**config.mk**
```make
export PLATFORM = sky130hd
export DESIGN_NAME = tmcw_pos_calc
export DESIGN_NICKNAME = d
export VERILOG_FILES = /design/src/hdl/tmcw_pos_calc.sv
export SDC_FILE = /design/constraint.sdc
export NUM_CORES = 1
export LEC_CHECK = 0
export BUFFER_PORTS_ARGS = -buffer_cell sky130_fd_sc_hd__buf_2
export CORE_MARGIN = 3
export CORE_UTILIZATION = 25
export DETAILED_ROUTE_END_ITERATION = 7
export GPL_ROUTABILITY_DRIVEN = 0
export GPL_TIMING_DRIVEN = 0
export SLEW_MARGIN = 20
export SYNTH_ARGS = -nofsm -noshare
export SYNTH_HDL_FRONTEND = slang
export SYNTH_SLANG_ARGS = --single-unit
```
**constraint.sdc**
```tcl
create_clock -name vclk -period 4.4
set_clock_uncertainty 0.1 [all_clocks]
set_input_delay 0.44 -clock vclk [all_inputs]
set_output_delay 0.44 -clock vclk [all_outputs]
set_load 0.005 [all_outputs]
```
**src/hdl/tmcw_pos_calc.sv**
```systemverilog
// tmcw_pos_calc: maps a screen column and row to a cell memory address
// the memory holds rows as a ring starting at top_base_i; uses no package
`default_nettype none

module tmcw_pos_calc #(
  parameter int COLUMNS = 80,
  parameter int ROWS    = 25
) (
  input  wire logic [$clog2(COLUMNS)-1:0]      col_i,
  input  wire logic [$clog2(ROWS)-1:0]         row_i,
  input  wire logic [$clog2(COLUMNS*ROWS)-1:0] top_base_i,
  output      logic [$clog2(COLUMNS*ROWS)-1:0] addr_o
);

  localparam int TOTAL = COLUMNS * ROWS;
  localparam int AW    = $clog2(TOTAL);

  logic [AW-1:0] row_off;
  logic [AW:0]   sum;

  // row offset from the ring start, wrapped once past the end
  assign row_off = AW'(row_i) * AW'(COLUMNS);
  assign sum     = (AW+1)'(top_base_i) + (AW+1)'(row_off) + (AW+1)'(col_i);
  assign addr_o  = (sum >= (AW+1)'(TOTAL)) ? AW'(sum - (AW+1)'(TOTAL)) : AW'(sum);

endmodule

`default_nettype wire

```
# Word-level counts from Yosys, hierarchy flattened
# Cells that the tools add are included.
# word_totals
regBits	0
in_bits	23
output_inout_bits	11
elab_cells	6
# op_classes
n_addsub	3
mul	1
order_cmp	1
n_mux	1
# op_table
operator	count
$add A11 B11 Y12	1
$add A12 B7 Y12	1
$ge A12 B11 Y1 const B	1
$mux W11	1
$sub A11 B11 Y11 const B	1
$mul A5 B3 Y7 const B	1

# Logic depth before layout (Yosys ltp)
# depth
ltp_word	5
mapped_depth	14

# Least setup slack after synthesis
# Ideal clock, no wire load.
# synth_path
kind	input to output
start	input port row_i[1]
end	output port addr_o[7]
arrival_ns	3.333
path_slack_ns	0.527
path_stages	11
n_path_buf	0
cell_sequence	ha_1 -> ha_1 -> fa_1 -> ha_1 -> ha_1 -> or4_4 -> o221a_1 -> a211o_1 -> a41o_4 -> nand3_2 -> xnor2_1
# synth_between
elab_chain_len	5
elab_cells_between_ends	6
cone_classes	3 x add/sub; 1 x mul; 1 x order compare; 1 x mux
# synth_rtl
element	line	source
start: declaration	10	input wire logic [$clog2(ROWS)-1:0] row_i,
$mul A5 B3 Y7 (*)	22	assign row_off = AW'(row_i) * AW'(COLUMNS);
$add A11 B11 Y12 (*)	23	assign sum = (AW+1)'(top_base_i) + (AW+1)'(row_off) + (AW+1)'(col_i);
$add A12 B7 Y12 (*)	23	
$sub A11 B11 Y11 / $ge A12 B11 Y1 (equally long branches)	24	assign addr_o = (sum >= (AW+1)'(TOTAL)) ? AW'(sum - (AW+1)'(TOTAL)) : AW'(sum);
$mux W11 (*)	24	
end: declaration	12	output logic [$clog2(COLUMNS*ROWS)-1:0] addr_o
# Mark *: on every way between the ends. The rest lies on a longest branch, timed or not.

# Final worst setup path
# Ends and elaborated chain as after synthesis.

==> flow_metrics.env <==
export IMPL_cts_setup_buffers=0
export IMPL_setup_violations=0
export IMPL_holdPathStages=3
export IMPL_critPathKind="primary input to output port"
export IMPL_antenna_found_initial=0
export IMPL_die_h_um=72.29
export IMPL_critPathSlowestCell="or4_4"
export IMPL_min_period_ns=4.294
export IMPL_core_area_um2=4115
export IMPL_cp_cell_sequence="buf_2, ha_1, ha_1, fa_1, ha_1, ha_2, or4_4, o221a_1, a211o_1, a41o_4, nand3_2, xnor2_1, buf_2"
export IMPL_n_antenna_cell=0
export IMPL_synth_common_cells="ha_1, nor2_1, inv_1, a21oi_1, nand2_1"
export IMPL_max_slew_margin_rel_pct=66.03
export IMPL_fmax_ghz=0.2329
export IMPL_synth_top_area_share_pct=29.61
export IMPL_cts_hold_buffers=0
export IMPL_dr_pass1_iters=4
export IMPL_vias=1090
export IMPL_dp_hpwl_mm=2.161
export IMPL_drcViolationCount=0
export IMPL_yosys_warnings=0
export IMPL_synth_cell_types=45
export IMPL_grt_first_pass_wirelength_mm=4.326
export IMPL_final_core_util_pct=33.63
export IMPL_synth_cells=136
export IMPL_status="finished clean"
export IMPL_worst_pin_slew_ns=0.5029
export IMPL_start_util_pct=26.70
export IMPL_slew_viol_final=0
export IMPL_grt_pass1_vias=1069
export IMPL_die_w_um=72.29
export IMPL_synth_top_area_cell="ha_1"
export IMPL_clockBufferCount=0
export IMPL_row_count=23
export IMPL_wl_per_cell_um=11.53
export IMPL_min_to="addr_o[0]"
export IMPL_cpPeakStageDelay_ns=0.50
export IMPL_drt_total_wl_mm=2.536
export IMPL_synthTopCellsByArea="ha_1, fa_1, xnor2_1"
export IMPL_seq_area_frac_synth_pct=0
export IMPL_grt_overflow=0
export IMPL_syn_to_final_growth_pct=25.97
export IMPL_syn_area_per_cell_um2=8.078
export IMPL_grt_max_degree=10
export IMPL_leakage_nw=0.6654
export IMPL_critPathBufInv=2
export IMPL_critPathCaptureType="output port"
export IMPL_hold_class="primary input to output port"
export IMPL_cap_violations=0
export IMPL_worst_path_dominant_cell_family="adder cells"
export IMPL_vias_per_cell=4.955
export IMPL_crit_path_frequent_cell="ha_1"
export IMPL_synth_most_common_cell="ha_1"
export IMPL_path_max_fanout=4
export IMPL_hold_viol=0
export IMPL_fin_nets=226
export IMPL_hold_ws_ns=1.088
export IMPL_pwr_density_cell_nw_per_um2=364.6
export IMPL_final_seq_area_um2=0
export IMPL_hp_start="top_base_i[0]"
export IMPL_ir_drop_mv=0.1767
export IMPL_syn_num_nets=190
export IMPL_worst_slack_ns=0.1060
export IMPL_ant_nets=0
export IMPL_drt_initial_drc_count=32
export IMPL_die_area_um2=5226
export IMPL_post_place_ws_ns=0.09323
export IMPL_worstPathRequired_ns=3.86
export IMPL_syn_area_um2=1099
export IMPL_cts_resized=0
export IMPL_fin_crit_sh_pct=97.59
export IMPL_critPathArrivalTime_ns=3.75
export IMPL_io_pins=34
export IMPL_n_sequential_cell=0
export IMPL_track_usage_pct=9.573
export IMPL_crit_path_start_kind="primary input"
export IMPL_numPortBuffers=34
export IMPL_drive_gt1_share_pct=31.76
worst max-delay path by stage:
stage | from | endpoint | slack, ns | depth (start not counted)
2_1_floorplan | row_i[1] | addr_o[7] | 0.53 | 11
3_3_place_gp | row_i[1] | addr_o[10] | 0.11 | 12
3_5_place_dp | row_i[1] | addr_o[10] | 0.09 | 12
4_1_cts | row_i[1] | addr_o[7] | 0.08 | 13
5_1_grt | row_i[1] | addr_o[7] | -0.003 | 13
6_report | row_i[1] | addr_o[7] | 0.11 | 13
cells by family after synthesis:
group | share of synthesized area [%]
XOR/XNOR | 7.176
AO/OA/AOI/OAI | 26.54
buffers and inverters | 4.670
multiplexers | 1.936
adder cells (fa/ha/maj) | 38.72
AND/OR/NAND/NOR | 20.96
cell type report:
type                            instances  area, µm²
Timing Repair Buffer                   34      170.2
Multi-Input combinational cell        123       1100
Buffer                                  2      10.01
Inverter                               11      41.29
Tap cell                               50      62.56
Fill cell                             444       2731
per-stage QoR:
step | instance area (µm²) | power [mW] | std cells | setup TNS (ns)
2_1_floorplan | 1099 | 0.3450 | 136 | 0
3_5_place_dp | 1331 | 0.4762 | 220 | 0
3_3_place_gp | 1331 | 0.4721 | 220 | 0
4_1_cts | 1331 | 0.4808 | 220 | 0
5_1_grt | 1384 | 0.5709 | 220 | -0.002963
6_report | 1384 | 0.5045 | 220 | 0
routing by layer:
layer	GRT usage, %	share of wire (%)	vias to the layer above
li1	-	-	581
met1	13.75	51	489
met2	16.38	46	20
met3	0.2770	3.4	0
met4	1.044	0	0
met5	0	0	-
power breakdown:
group / internal [mW] / switching [mW]
clock network: 0 / 0
registers: 0 / 0
logic: 0.236 / 0.268
total: 0.236 / 0.268
layout by cell type, fill, tap and decap left out, types with 3 or more instances in the layout:
cell      instances
a21oi_1           8
nand3_1           4
inv_1            11
xnor2_1           5
o21ai_1           5
o211ai_1          3
ha_1             23
fa_1              5
o31ai_1           4
nor2_1           13
nand2_1           8
buf_2            36
o21ai_0           3
tightest hold or removal path: stages:
cell	delay, ns
buf_2	0.08
ha_1	0.12
buf_2	0.11
Note: power is estimated with default switching activity, not from simulation.
